==> config.mk <==
export PLATFORM = sky130hd
export DESIGN_NAME = motor_command_text_decoder
export DESIGN_NICKNAME = d
export VERILOG_FILES = /design/src/rtl/mcd_pkg.sv /design/src/rtl/mcd_num_parser.sv /design/src/rtl/mcd_side_fmt.sv /design/src/rtl/motor_command_text_decoder.sv
export VERILOG_INCLUDE_DIRS = /design/src /design/src/rtl
export SDC_FILE = /design/constraint.sdc
export NUM_CORES = 1
export LEC_CHECK = 0
export BUFFER_PORTS_ARGS = -buffer_cell sky130_fd_sc_hd__buf_2
export CAP_MARGIN = 20
export CORE_AREA = 2 2 114 116
export CTS_BUF_LIST = sky130_fd_sc_hd__clkbuf_4
export DETAILED_ROUTE_END_ITERATION = 10
export DIE_AREA = 0 0 116 118
export GPL_TIMING_DRIVEN = 0
export HOLD_SLACK_MARGIN = 0.03
export PLACE_DENSITY = 0.83
export SLEW_MARGIN = 20
export SYNTH_ARGS = -nofsm -noshare
export SYNTH_HDL_FRONTEND = slang
export SYNTH_HIERARCHICAL = 1
export SYNTH_SLANG_ARGS = --single-unit
export TNS_END_PERCENT = 30
==> constraint.sdc <==
create_clock -name clk -period 13.8 [get_ports clk]
set_input_delay 2.76 -clock clk [delete_from_list [all_inputs] [get_ports clk]]
set_output_delay 2.76 -clock clk [all_outputs]
set_load 0.03 [all_outputs]
==> src/rtl/assert_macros.svh <==
// Assertion macros used by the RTL top level.
`ifndef ASSERT_MACROS_SVH
`define ASSERT_MACROS_SVH
`ifndef SYNTHESIS
// Same-cycle implication.
`define MCD_ASSERT_IMP(lbl, clk, rst_n, ante, cons) \
	lbl: assert property (@(posedge clk) disable iff (!rst_n) (ante) |-> (cons)) \
		else $error("assertion failed");
// Next-cycle implication.
`define MCD_ASSERT_NXT(lbl, clk, rst_n, ante, cons) \
	lbl: assert property (@(posedge clk) disable iff (!rst_n) (ante) |=> (cons)) \
		else $error("assertion failed");
`else
`define MCD_ASSERT_IMP(lbl, clk, rst_n, ante, cons)
`define MCD_ASSERT_NXT(lbl, clk, rst_n, ante, cons)
`endif
`endif

==> src/rtl/mcd_pkg.sv <==
// Types and constants of the motor command text decoder.
package mcd_pkg;

	localparam int unsigned MAG_W = 9;
	localparam logic [MAG_W-1:0] MAG_MAX = 9'd511;

	localparam logic [1:0] PH_SKIP  = 2'd0;
	localparam logic [1:0] PH_DIGIT = 2'd1;
	localparam logic [1:0] PH_DONE  = 2'd2;

	localparam logic [7:0] CH_COMMA = 8'h2C;
	localparam logic [7:0] CH_R     = 8'h52;
	localparam logic [7:0] CH_PLUS  = 8'h2B;
	localparam logic [7:0] CH_MINUS = 8'h2D;
	localparam logic [7:0] CH_SPACE = 8'h20;
	localparam logic [7:0] CH_TAB   = 8'h09;
	localparam logic [7:0] CH_CR    = 8'h0D;
	localparam logic [7:0] CH_ZERO  = 8'h30;
	localparam logic [7:0] CH_NINE  = 8'h39;

	localparam logic [7:0] SPEED_LIMIT_RST = 8'd255;

	typedef struct packed {
		logic [1:0]       phase;
		logic             neg;
		logic [MAG_W-1:0] mag;
	} num_t;

	typedef struct packed {
		logic signed [8:0] speed;
		logic              pin_a;
		logic              pin_b;
		logic [7:0]        duty;
	} side_t;

endpackage

==> src/rtl/mcd_num_parser.sv <==
// One atol-style number parser: whitespace skip, optional sign, saturating digits.
module mcd_num_parser (
	input  logic           clk,
	input  logic           arst_n,
	input  logic           adv,
	input  logic           feed,
	input  logic           clr,
	input  logic [7:0]     ch,
	output mcd_pkg::num_t  nxt
);

	mcd_pkg::num_t num_q;
	mcd_pkg::num_t fed;
	logic          digit;
	logic          ws;
	logic          acc;
	logic [3:0]    dval;
	logic [12:0]   prod;

	assign digit = (ch >= mcd_pkg::CH_ZERO) && (ch <= mcd_pkg::CH_NINE);
	assign ws    = (ch == mcd_pkg::CH_SPACE) || ((ch >= mcd_pkg::CH_TAB) && (ch <= mcd_pkg::CH_CR));
	assign dval  = 4'(ch - mcd_pkg::CH_ZERO);
	// times ten as two shifts
	assign prod  = {1'b0, num_q.mag, 3'b000} + {3'b000, num_q.mag, 1'b0} + {9'd0, dval};

	always_comb begin
		fed = num_q;
		acc = 1'b0;
		if (num_q.phase == mcd_pkg::PH_SKIP) begin
			if (ws) begin
				fed = num_q;
			end else if (ch == mcd_pkg::CH_PLUS) begin
				fed.phase = mcd_pkg::PH_DIGIT;
			end else if (ch == mcd_pkg::CH_MINUS) begin
				fed.phase = mcd_pkg::PH_DIGIT;
				fed.neg   = 1'b1;
			end else if (!digit) begin
				fed.phase = mcd_pkg::PH_DONE;
			end else begin
				fed.phase = mcd_pkg::PH_DIGIT;
				acc       = 1'b1;
			end
		end else if (num_q.phase == mcd_pkg::PH_DIGIT) begin
			if (!digit) begin
				fed.phase = mcd_pkg::PH_DONE;
			end else begin
				acc = 1'b1;
			end
		end
		if (acc) begin
			fed.mag = (prod > {4'd0, mcd_pkg::MAG_MAX}) ? mcd_pkg::MAG_MAX : prod[8:0];
		end
	end

	assign nxt = feed ? fed : num_q;

	always_ff @(posedge clk or negedge arst_n) begin
		if (!arst_n) begin
			num_q <= '0;
		end else if (adv) begin
			num_q <= clr ? '0 : nxt;
		end
	end

endmodule

==> src/rtl/mcd_side_fmt.sv <==
// Clamp one parsed speed and derive its bridge pins and duty; all are zero on a format error.
module mcd_side_fmt (
	input  logic           [7:0] limit,
	input  logic                 err,
	input  mcd_pkg::num_t        num,
	output mcd_pkg::side_t       side
);

	logic [7:0] mag_c;
	logic       neg_nz;

	assign mag_c  = (num.mag > {1'b0, limit}) ? limit : num.mag[7:0];
	assign neg_nz = num.neg && (mag_c != 8'd0);

	always_comb begin
		side = '0;
		if (!err) begin
			side.speed = neg_nz ? -$signed({1'b0, mag_c}) : $signed({1'b0, mag_c});
			side.pin_a = neg_nz;
			side.pin_b = !num.neg && (mag_c != 8'd0);
			side.duty  = mag_c;
		end
	end

endmodule

==> src/rtl/motor_command_text_decoder.sv <==
// Top level of the motor command text decoder.
// Takes one character per cycle, back to back; a character is registered on
// acceptance and parsed from that register by three small parsers (left
// field, text after the first 'R', whole string). On the word flagged tlast
// the clamped speeds, bridge pins and duties land in the output register at
// the edge that ends the parse, which raises m_tvalid. Input stalls only
// when a finished result is still held in the output register, is not
// taken this cycle, and the parsed character is also a last.
// speed_limit is written through cfg_wen/cfg_wdata and resets to 255.
`include "assert_macros.svh"

module motor_command_text_decoder (
	input  logic        clk,
	input  logic        arst_n,
	input  logic        cfg_wen,
	input  logic [7:0]  cfg_wdata,     // speed_limit
	input  logic        s_tvalid,
	output logic        s_tready,
	input  logic [7:0]  s_tdata,       // [7:0] character
	input  logic        s_tlast,       // end_of_command
	output logic        m_tvalid,
	input  logic        m_tready,
	// [8:0] left_speed, [17:9] right_speed, [18] left_pin_a, [19] left_pin_b,
	// [20] right_pin_a, [21] right_pin_b, [29:22] left_duty, [37:30] right_duty,
	// [38] format_error, [39] zero
	output logic [39:0] m_tdata
);

	logic [7:0]     speed_limit_q;
	logic           valid_s1;
	logic [7:0]     ch_s1;
	logic           last_s1;
	logic           past_q;
	logic           comma_q;
	logic           r_q;
	logic           out_free;
	logic           adv;
	logic           comma_n;
	logic           r_n;
	logic           err;
	logic           left_feed;
	logic           ar_feed;
	mcd_pkg::num_t  left_n;
	mcd_pkg::num_t  ar_n;
	mcd_pkg::num_t  whole_n;
	mcd_pkg::num_t  right_sel;
	mcd_pkg::side_t left_side;
	mcd_pkg::side_t right_side;
	logic           out_valid_q;
	logic [39:0]    out_data_q;

	assign out_free = !out_valid_q || m_tready;
	assign adv      = valid_s1 && (!last_s1 || out_free);
	assign s_tready = !valid_s1 || adv;

	always_ff @(posedge clk or negedge arst_n) begin
		if (!arst_n) begin
			speed_limit_q <= mcd_pkg::SPEED_LIMIT_RST;
		end else if (cfg_wen) begin
			speed_limit_q <= cfg_wdata;
		end
	end

	always_ff @(posedge clk or negedge arst_n) begin
		if (!arst_n) begin
			valid_s1 <= 1'b0;
		end else if (s_tready) begin
			valid_s1 <= s_tvalid;
		end
	end

	always_ff @(posedge clk) begin
		if (s_tready && s_tvalid) begin
			ch_s1   <= s_tdata;
			last_s1 <= s_tlast;
		end
	end

	// a first comma or first 'R' is consumed as a marker by its own field, not fed to it
	assign left_feed = past_q && !comma_q && (ch_s1 != mcd_pkg::CH_COMMA);
	assign ar_feed   = r_q;
	assign comma_n   = comma_q || (ch_s1 == mcd_pkg::CH_COMMA);
	assign r_n       = r_q || (ch_s1 == mcd_pkg::CH_R);
	assign err       = !comma_n;

	always_ff @(posedge clk or negedge arst_n) begin
		if (!arst_n) begin
			past_q  <= 1'b0;
			comma_q <= 1'b0;
			r_q     <= 1'b0;
		end else if (adv) begin
			past_q  <= !last_s1;
			comma_q <= comma_n && !last_s1;
			r_q     <= r_n && !last_s1;
		end
	end

	mcd_num_parser u_left (
		.clk    (clk),
		.arst_n (arst_n),
		.adv    (adv),
		.feed   (left_feed),
		.clr    (last_s1),
		.ch     (ch_s1),
		.nxt    (left_n)
	);

	mcd_num_parser u_after_r (
		.clk    (clk),
		.arst_n (arst_n),
		.adv    (adv),
		.feed   (ar_feed),
		.clr    (last_s1),
		.ch     (ch_s1),
		.nxt    (ar_n)
	);

	mcd_num_parser u_whole (
		.clk    (clk),
		.arst_n (arst_n),
		.adv    (adv),
		.feed   (1'b1),
		.clr    (last_s1),
		.ch     (ch_s1),
		.nxt    (whole_n)
	);

	assign right_sel = r_n ? ar_n : whole_n;

	mcd_side_fmt u_left_fmt (
		.limit (speed_limit_q),
		.err   (err),
		.num   (left_n),
		.side  (left_side)
	);

	mcd_side_fmt u_right_fmt (
		.limit (speed_limit_q),
		.err   (err),
		.num   (right_sel),
		.side  (right_side)
	);

	always_ff @(posedge clk or negedge arst_n) begin
		if (!arst_n) begin
			out_valid_q <= 1'b0;
		end else if (out_free) begin
			out_valid_q <= adv && last_s1;
		end
	end

	always_ff @(posedge clk) begin
		if (out_free && adv && last_s1) begin
			out_data_q <= {1'b0, err, right_side.duty, left_side.duty,
				right_side.pin_b, right_side.pin_a, left_side.pin_b, left_side.pin_a,
				right_side.speed, left_side.speed};
		end
	end

	assign m_tvalid = out_valid_q;
	assign m_tdata  = out_data_q;

	`MCD_ASSERT_IMP(a_err_zero, clk, arst_n, m_tvalid && m_tdata[38], m_tdata[37:0] == 38'd0)
	`MCD_ASSERT_IMP(a_left_pins, clk, arst_n, m_tvalid, !(m_tdata[18] && m_tdata[19]))
	`MCD_ASSERT_IMP(a_ld_lim, clk, arst_n, m_tvalid, m_tdata[29:22] <= speed_limit_q)
	`MCD_ASSERT_IMP(a_rd_lim, clk, arst_n, m_tvalid, m_tdata[37:30] <= speed_limit_q)
	`MCD_ASSERT_NXT(a_last_hold, clk, arst_n, valid_s1 && last_s1 && !out_free, valid_s1 && last_s1)

endmodule

Yosys cells after proc, flatten, opt, wreduce, memory -nomap -nowiden
Cells that the tools add are included.
{ "word_totals": {"ff_bits": 97, "output_inout_bits": 42, "word_cells": 138} }
{ "op_classes": {"add_sub_neg": 9, "n_lt_le_gt_ge": 9, "n_eq_ne": 11, "n_mux": 50, "n_reduce_logical": 38} }
{ "op_table": {"columns": ["cell", "count"], "rows": [
  ["$mux W12", 5],
  ["$mux W9", 6],
  ["$mux W10", 4],
  ["$add A12 B10 Y13", 3],
  ["$add A13 B4 Y13", 3],
  ["$gt A13 B9 Y1 const B", 3],
  ["$eq A8 B6 Y1 const B", 4],
  ["$mux W8", 4],
  ["$mux W2", 12],
  ["$gt A9 B8 Y1", 2],
  ["$neg A8 Y9", 2],
  ["$mux W1", 16],
  ["$reduce_bool A8 Y1", 2],
  ["$logic_and A1 B1 Y1", 15],
  ["$mux W3", 3],
  ["$eq A8 B7 Y1 const B", 1],
  ["$ge A8 B4 Y1 const B", 1],
  ["$ge A8 B6 Y1 const B", 1],
  ["$le A8 B4 Y1 const B", 1],
  ["$le A8 B6 Y1 const B", 1],
  ["$ne A8 B6 Y1 const B", 1],
  ["$logic_not A1 Y1", 7],
  ["$eq A2 B1 Y1 const B", 3],
  ["$logic_not A2 Y1", 3],
  ["other kinds (7)", 14]
]} }

Longest topological paths before layout
Gate-level depths: netlist of run 1.
{ "depth": {"ltp_word": 15, "depth_mapped": 26, "mapped_depth_nobuf": 23} }

Cells and area by module
Netlist of run 1, hierarchy kept.
{ "modules_own_cells": {"columns": ["mod", "n_inst", "cells_each", "area_per_inst_um2"], "rows": [
  ["mcd_num_parser (u_after_r ...)", 2, 166, 1373.8],
  ["motor_command_text_decoder", 1, 108, 2229.6],
  ["mcd_side_fmt", 2, 111, 807.0],
  ["mcd_num_parser (u_whole)", 1, 178, 1402.6]
]} }

Least setup slack after synthesis of run 1
Ideal clock, no wire load.
{ "synth_timing": {"path_kind": "reg2reg", "startpoint": "register ch_s1[3]", "endpoint": "register out_data_q[17] (netlist: m_tdata[17]), data pin", "arrival_ns": 6.122, "path_slack_ns": 7.427, "stages_incl_launch_ff": 23, "path_buffers": 3, "path_cell_list": "edfxtp_1 fa_1 ha_1 a21o_1 and4_1 a311oi_2 mux2_2 a211oi_4 buf_6 a21oi_1 mux2_4 ha_1 nand4_1 o221a_1 a211o_1 buf_6 mux2i_1 ha_1 or4b_4 or4_4 mux2i_4 nor3_1 buf_4"} }
{ "synth_rtl": {"columns": ["item", "line_no", "rtl"], "rows": [
  ["start: declaration", "motor_command_text_decoder.sv:31", "logic [7:0] ch_s1;"],
  ["start signal: assignment", "motor_command_text_decoder.sv:74", "ch_s1 <= s_tdata;"],
  ["end signal: assignment", "motor_command_text_decoder.sv:154", "out_data_q <= {1'b0, err, right_side.duty, left_side.duty,"],
  ["end: declaration", "motor_command_text_decoder.sv:50", "logic [39:0] out_data_q;"]
]} }

==> reports/results.ini, run 1 <==
[cts]
post-cts-setup-buffer-count=0
cts_tree=done
cts.repair.resized=0
cts_sinks=97
clockRootBuffer=clkbuf_4
cts-htree-levels=3
clk_latency_ns=0.49
cts_buffer_depth=2
cts-hold-fix-buffers=0
path_clk_slew_ns=0.14
cts_buffers=9

[power]
power_frac_clock_pct=19.2
power_frac_comb_pct=37.7
p_leak_nw=3.95
netSwitchingPower_uw=314
ir_worst_vdd_uv=82.9
power_uw=829
internal_power_uw=515
swShare_pct=37.9
seq_power_share_pct=43.1
power_density_nw_per_um2=95.7

[logic_synthesis]
yosys_warnings=6
syn_area_per_cell_sq_um=9.51
synthCells=838
syn_area_sq_um=7970

[global_route]
grt_max_degree=50
grt.total_usage_pct=27.7
grt_pass1_vias=6457
grt_overflow=0
grt_first_pass_wirelength_um=30800
antenna_found_initial=0

[critical_path]
path_class=reg -> reg
worstPathArrival_ns=7.64
reg2reg_depth=23
cp_max_fo=17
end_kind=register
worstPathRequired_ns=14.07
cp-start-kind=register
ff2ff_setup_slack_ns=6.42
r2r-start=ch_s1[3]
worstReg2RegEnd=m_tdata[17]

[sta]
tightest_slew_ns=0.880
clock.fmax_mhz=136
fin_tns_setup_ns=0
setup_viol=0
holdWs_ns=0.547
finalCriticalPeriod_ns=7.38
finalCritPeriodShare_pct=53.5
maxSlewHeadroom_pct=41.3
final_hold_viol_count=0
finClkSkew_ns=0.0254
rsz0062_at_grt=no
report.final.slew_viol_count=0

[floorplan]
boundaryPins=64
die_area_sq_um=13700
die_x_um=116
fp.dieH_um=118
core_sq_um=12400
start_util_pct=64.2
rows=41

[cells_and_area]
nets=1009
syn_to_final_growth_pct=8.70
final_common_cell=nor2_1
fillerInstances=1013
diodes=0
mostFrequentLayoutCells=nor2_1 (95), ha_1 (69), buf_2 (61)
final_layout_size_suffix_gt1_share_pct=16.9
final_util_pct=69.8

[hold_path]
hold_class=reg -> reg
hold_depth=2
min_from=past_q
hold_end=past_q

[drt]
wire_per_inst_um=17.2
totalWireLength_um=18800
drtPass1Iterations=5
drc_errors=0
viasPerCell=6.42
vias=6988
drt-initial-drc-count=709
drt.antenna.violating_nets=0

[placement]
io_buffers=61
place.gp.congestion=0.907
dp_hpwl_um=13600

[run]
max-cap-violations=0

[outcome]
status=completed

[power by group through the flow]
stage | logic (mW) | clock network [mW] | registers (mW)
after floorplan | 0.229 | 0 | 0.362
after global placement | 0.293 | 0 | 0.362
after detailed placement | 0.306 | 0 | 0.362
after CTS | 0.307 | 0.163 | 0.356
after global routing | 0.340 | 0.174 | 0.361
final | 0.313 | 0.159 | 0.358
[worst max path at each step]
stage,cells past startpoint,startpoint,slack [ns],to
floorplan,22,ch_s1[3],7.43,m_tdata[17]
global route,22,ch_s1[3],5.98,m_tdata[14]
finish,23,ch_s1[3],6.42,m_tdata[17]
CTS,22,ch_s1[3],6.46,m_tdata[17]
global placement,21,ch_s1[2],6.51,m_tdata[5]
detailed placement,22,ch_s1[3],6.49,m_tdata[17]
[registers in the layout (all words and copies together) (netlist names), 8 cells and up]
name / count
u_left/num_q: 12
u_after_r/num_q: 12
ch_s1: 8
speed_limit_q: 8
u_whole/num_q: 12
m_tdata: 39
[layout make-up]
| class | instances | area (sq um) | share of cell area (%) |
|---|---|---|---|
| clock buffers | 10 | 75.1 | 0.867 |
| flip-flops and latches | 97 | 2680 | 30.9 |
| well taps | 172 | 215 | 2.48 |
| clock inverters | 6 | 66.3 | 0.766 |
| plain buffers | 35 | 228 | 2.63 |
| repair buffers | 62 | 328 | 3.79 |
| multi-input cells | 662 | 4900 | 56.6 |
| inverters | 45 | 169 | 1.95 |
[per-layer routing]
| metal | track usage [%] | up-vias | wire [um] |
|---|---|---|---|
| met2 | 43.6 | 340 | 8630 |
| met3 | 4.33 | 55 | 1390 |
| met4 | 8.93 | 0 | 443 |
| met5 | 0 | - | 0 |
| met1 | 39.1 | 3296 | 8290 |
| li1 | - | 3297 | - |
[worst max-delay path, cell delays in order, from the launching register on]
cell and delay [ns]:
edfxtp_1 0.73, fa_1 0.69, inv_1 0.07, fa_1 0.45, nor2b_1 0.19, o2111ai_1 0.16, a21oi_1 0.24, o221ai_1 0.21
a211oi_4 0.51, buf_6 0.21, a31oi_1 0.12, mux2_4 0.36, ha_1 0.32, a211oi_1 0.29, and3_1 0.20, a211o_1 0.16
buf_6 0.19, mux2i_1 0.34, ha_1 0.32, or4b_4 0.52, or4_4 0.46, mux2i_4 0.18, nor3_1 0.08, buf_4 0.15
[metrics by stage]
step / std cells / cell area [sq um] / worst slack (ns)
floorplan: 839 / 7970 / 7.43
global placement: 1072 / 8490 / 6.51
detailed placement: 1073 / 8520 / 6.49
CTS: 1089 / 8660 / 6.46
global route: 1089 / 8660 / 5.98
finish: 1089 / 8660 / 6.42
Note: power is estimated with default switching activity, not from simulation.
==> run 2, diff against run 1 <==
--- a/config.mk
+++ b/config.mk
@@ -8,13 +8,13 @@
 export LEC_CHECK = 0
 export BUFFER_PORTS_ARGS = -buffer_cell sky130_fd_sc_hd__buf_2
 export CAP_MARGIN = 20
-export CORE_AREA = 2 2 114 116
+export CORE_AREA = 2 2 122 124
 export CTS_BUF_LIST = sky130_fd_sc_hd__clkbuf_4
 export DETAILED_ROUTE_END_ITERATION = 10
-export DIE_AREA = 0 0 116 118
+export DIE_AREA = 0 0 124 126
 export GPL_TIMING_DRIVEN = 0
 export HOLD_SLACK_MARGIN = 0.03
-export PLACE_DENSITY = 0.83
+export PLACE_DENSITY = 0.76
 export SLEW_MARGIN = 20
 export SYNTH_ARGS = -nofsm -noshare
 export SYNTH_HDL_FRONTEND = slang
==> constraint.sdc (replaced) <==
create_clock -name clk -period 6.19 [get_ports clk]
set_input_delay 1.238 -clock clk [delete_from_list [all_inputs] [get_ports clk]]
set_output_delay 1.238 -clock clk [all_outputs]
set_load 0.03 [all_outputs]
==> run 2 against run 1 <==
Against the previous run:
- the run now ends with setup timing left
- global-route usage fell by 1.5 points
- via count rose by 4.1%
- routed wire length rose by 12%
- largest cell class unchanged
==> reports/results.ini, run 2 (synthesized netlist as in run 1, its figures left out) <==
[critical_path]
worstPathArrival_ns=6.76
path_class=reg -> reg
cp-start-kind=register
path_common_cell=buf_6
cpPeakStageDelay_ns=0.54
cp_slowest_cell=fa_2
worstPathRequired_ns=6.44
end_kind=register
cp_max_fo=7

[cts]
cts_buffer_depth=2
clockRootBuffer=clkbuf_4
cts-hold-fix-buffers=0
cts_tree=done
cts-htree-levels=3
path_clk_slew_ns=0.16
clk_latency_ns=0.51
cts_sinks=97
cts_buffers=9

[placement]
place.gp.congestion=0.914
io_buffers=61
post_dp_cell_area_sq_um=8550
dp_hpwl_um=13300
dp_slack_ns=-1.10

[floorplan]
start_util_pct=55.7
die_x_um=124
die_area_sq_um=15600
fp.dieH_um=126
core_sq_um=14300
rows=44
boundaryPins=64

[cells_and_area]
design_area_sq_um=9730
mostFrequentLayoutCells=nor2_1 (94), buf_2 (61), buf_4 (55)
regMostFlops=m_tdata
final_layout_size_suffix_gt1_share_pct=28.4
largest_register_ffs=39
syn_to_final_growth_pct=22.1
diodes=0
nets=1063
final_common_cell=nor2_1

[global_route]
antenna_found_initial=0
grt_first_pass_wirelength_um=32700
grt_overflow=0
grt.total_usage_pct=26.2
grt_pass1_vias=6672
grt_max_degree=50

[power]
p_leak_nw=4.24
power_density_nw_per_um2=219
ir_worst_vdd_uv=167

[drt]
wire_per_inst_um=18.2
drt.antenna.violating_nets=0
drc_errors=0
drtPass1Iterations=6
totalWireLength_um=21000
vias=7278
drt-initial-drc-count=762
viasPerCell=6.30

[sta]
maxSlewHeadroom_pct=52.6
finClkSkew_ns=0.0232
setup_viol=8
clock.fmax_mhz=154
tightest_slew_ns=0.712
rsz0062_at_grt=yes
finalCritPeriodShare_pct=105
final.setup.worst_slack_ns=-0.320
report.final.slew_viol_count=0
finalCriticalPeriod_ns=6.51
final_hold_viol_count=0

[outcome]
violations=setup timing
status=finished, violations left

[run]
max-cap-violations=0

[hold_path]
hold_class=reg -> reg

==> run 2: path summary, 6_finish.rpt <==
kind,start,to,slack (ns),cells after the start
min in group asynchronous,arst_n,u_left/num_q[7],0.74,1
max,ch_s1[3],m_tdata[21],-0.32,25
min reg2reg,u_whole/num_q[9],u_whole/num_q[9],0.55,2
min,u_whole/num_q[9],u_whole/num_q[9],0.55,2
max in group asynchronous,arst_n,u_after_r/num_q[2],4.95,1
max reg2reg,ch_s1[3],m_tdata[21],-0.32,25
==> run 2: report_power, final <==
part / switching (mW) / internal [mW] / leakage [nW] / total, mW
clock network: 0.253 / 0.136 / 0.0857 / 0.388
logic: 0.518 / 0.435 / 3.06 / 0.953
registers: 0.0659 / 0.725 / 1.10 / 0.791
total: 0.837 / 1.30 / 4.24 / 2.13
==> run 2: area by class of cell <==
type                    count  area [sq um]
plain buffers              33           239
well taps                 184           230
repair buffers            118           778
fillers                  1063          4580
clock inverters             7           101
inverters                  45           169
flip-flops and latches     97          2680
clock buffers               9          67.6
multi-input cells         662          5460
==> run 2: what timing repair did <==
item / CTS / global route
pin swaps: 26 / 36
hold endpoints to repair: 0 / 0
endpoints found under the setup margin: 19 / 18
resized for setup: 49 / 55
setup buffers: 37 / 18
==> run 2: worst max-delay path: cells and delay by family, from the launching register on <==
family | cells | cell delay [ns]
multiplexers | 4 | 1.08
AND/OR/NAND/NOR | 6 | 1.49
flip-flops | 1 | 0.44
buffers and inverters | 6 | 0.91
AO/OA/AOI/OAI | 5 | 1.11
adder cells (fa/ha/maj) | 4 | 1.22
==> run 2: metrics by stage <==
stage | power (mW) | hold slack [ns] | setup TNS (ns) | instances | utilization [%]
2_1_floorplan | 1.32 | 0.467 | -0.236 | 839 | -
3_3_place_gp | 1.46 | 0.497 | -16.20 | 1084 | 59.4
3_5_place_dp | 1.48 | 0.508 | -15.44 | 1086 | 59.8
4_1_cts | 1.94 | 0.550 | -1.83 | 1137 | 64.7
5_1_grt | 2.25 | 0.586 | -3.72 | 1155 | 68.0
6_report | 2.13 | 0.547 | -1.99 | 1155 | 68.0
==> run 2: routing by layer <==
| metal | global-route usage, % | up-vias | wire length (um) |
|---|---|---|---|
| met3 | 3.71 | 40 | 1390 |
| met4 | 9.39 | 0 | 350 |
| met5 | 0 | - | 0 |
| met2 | 41.5 | 340 | 10100 |
| met1 | 36.6 | 3477 | 9210 |
| li1 | - | 3421 | - |
==> run 3, diff against run 2 <==
--- a/config.mk
+++ b/config.mk
@@ -15,6 +15,7 @@
 export GPL_TIMING_DRIVEN = 0
 export HOLD_SLACK_MARGIN = 0.03
 export PLACE_DENSITY = 0.76
+export SETUP_SLACK_MARGIN = 0.05
 export SLEW_MARGIN = 20
 export SYNTH_ARGS = -nofsm -noshare
 export SYNTH_HDL_FRONTEND = slang
==> run 3 against run 2 <==
Against the previous run:
- the flow still finishes with violations (setup timing)
- die area unchanged
- cell area grew 0.13%
- worst setup slack improved by 0.15 ns
- utilization is 0.087 points higher
- global-route usage is essentially flat
- first-iteration DRC count fell by 5.4%
- clock power grew 1%
- clock-buffer cell count is the same
- critical path depth decreased by 3
- clock skew grew 0.0096 ns
- combinational power rose by 3.3%
- via count is 0.49% lower
==> reports/results.ini, run 3 (synthesized netlist as in run 1, its figures left out) <==
[cells_and_area]
nets=1070
final_layout_size_suffix_gt1_share_pct=29.1
final_common_cell=nor2_1
diodes=0
largest_register_ffs=39
syn_to_final_growth_pct=22.3
regMostFlops=m_tdata
mostFrequentLayoutCells=nor2_1 (95), buf_4 (65), buf_2 (61)
final_util_pct=68.1

[sta]
finalCriticalPeriod_ns=6.36
report.final.slew_viol_count=0
setup_viol=11
rsz0062_at_grt=yes
maxSlewHeadroom_pct=53.8
final.setup.worst_slack_ns=-0.165
finalCritPeriodShare_pct=103
final_hold_viol_count=0
tightest_slew_ns=0.693
finClkSkew_ns=0.0328
clock.fmax_mhz=157

[placement]
dp_hpwl_um=13600
io_buffers=61
place.gp.congestion=0.912

[drt]
wire_per_inst_um=18.2
drt.antenna.violating_nets=0
totalWireLength_um=21100
vias=7242
viasPerCell=6.24
drtPass1Iterations=5
drt-initial-drc-count=721
drc_errors=0

[critical_path]
crit_path_start=u_after_r/num_q[3]
cp_max_fo=8
cp-start-kind=register
reg2reg_depth=22
worstPathRequired_ns=6.43
r2r-start=u_after_r/num_q[3]
worstPathArrival_ns=6.60
path_class=reg -> reg
end_kind=register

[power]
power_mw=2.17
ir_worst_vdd_uv=164
power_density_nw_per_um2=223
p_leak_nw=4.26

[global_route]
grt_max_degree=50
grt_overflow=0
grt_pass1_vias=6658
antenna_found_initial=0
grt_first_pass_wirelength_um=32600
grt.total_usage_pct=26.2

[cts]
cts-hold-fix-buffers=0
clockRootBuffer=clkbuf_4
path_clk_slew_ns=0.14
cts-htree-levels=3
clk_latency_ns=0.51
cts_buffers=9
cts_buffer_depth=2
cts_sinks=97
cts_tree=done

[hold_path]
hold_class=reg -> reg
min_from=past_q
hold_depth=2

[run]
max-cap-violations=0

[floorplan]
fp.dieH_um=126
die_x_um=124
start_util_pct=55.7
core_sq_um=14300
rows=44
boundaryPins=64
die_area_sq_um=15600

[outcome]
status=finished, violations left
violations=setup timing

-- run 3: through the flow --
stage               setup TNS [ns]  instances  hold WS (ns)  cell area (sq um)  setup slack [ns]
finish                       -1.07       1161         0.534               9740            -0.165
global route                 -3.73       1161         0.562               9740            -0.360
CTS                          -1.60       1135         0.528               9220            -0.233
detailed placement          -15.24       1086         0.507               8590             -1.07
global placement            -15.89       1084         0.499               8550             -1.09
floorplan                   -0.136        839         0.467               8020            -0.102
-- run 3: cell type report --
type	instances	area [sq um]
multi-input cells	662	5470
fillers	1106	4570
flip-flops and latches	97	2680
repair buffers	124	805
plain buffers	34	238
well taps	184	230
inverters	45	169
clock inverters	6	88.8
clock buffers	9	67.6
-- run 3: worst max-delay path: stages (launching register included) --
cell	delay, ns
dfrtp_1	0.48
ha_1	0.32
ha_1	0.40
a21o_1	0.26
a21oi_2	0.18
a21oi_2	0.09
or4b_4	0.54
a211oi_4	0.39
buf_6	0.20
a21oi_2	0.08
mux2_4	0.30
ha_4	0.28
nand4_1	0.09
o221a_1	0.23
a211o_1	0.34
buf_8	0.15
mux2i_4	0.25
ha_4	0.19
or4b_4	0.50
or4_4	0.47
mux2i_4	0.18
buf_4	0.14
nor3_1	0.04
-- run 3: path summary, 6_finish.rpt --
path	end	slack [ns]
hold / removal	past_q	0.53
setup reg to reg	m_tdata[21]	-0.17
max in group asynchronous	u_left/num_q[5]	4.98
hold reg to reg	past_q	0.53
setup / recovery	m_tdata[21]	-0.17
min in group asynchronous	u_left/num_q[8]	0.75
-- run 3: repair_timing --
item	CTS	global route
endpoints found under the setup margin	18	18
pin swaps	22	35
hold endpoints to repair	0	0
resized for setup	39	65
buffers inserted	35	26
-- run 3: per-layer routing --
metal  share of wire (%)  GRT usage, %
met3                 7.0          5.34
met1                  43          35.2
met5                   0             0
met4                 2.4          8.39
met2                  48          42.4
-- run 3: where the power goes --
part           internal [mW]  total, mW  switching (mW)
Clock                  0.163      0.392           0.229
Combinational          0.458      0.984           0.526
Sequential             0.725      0.794          0.0685
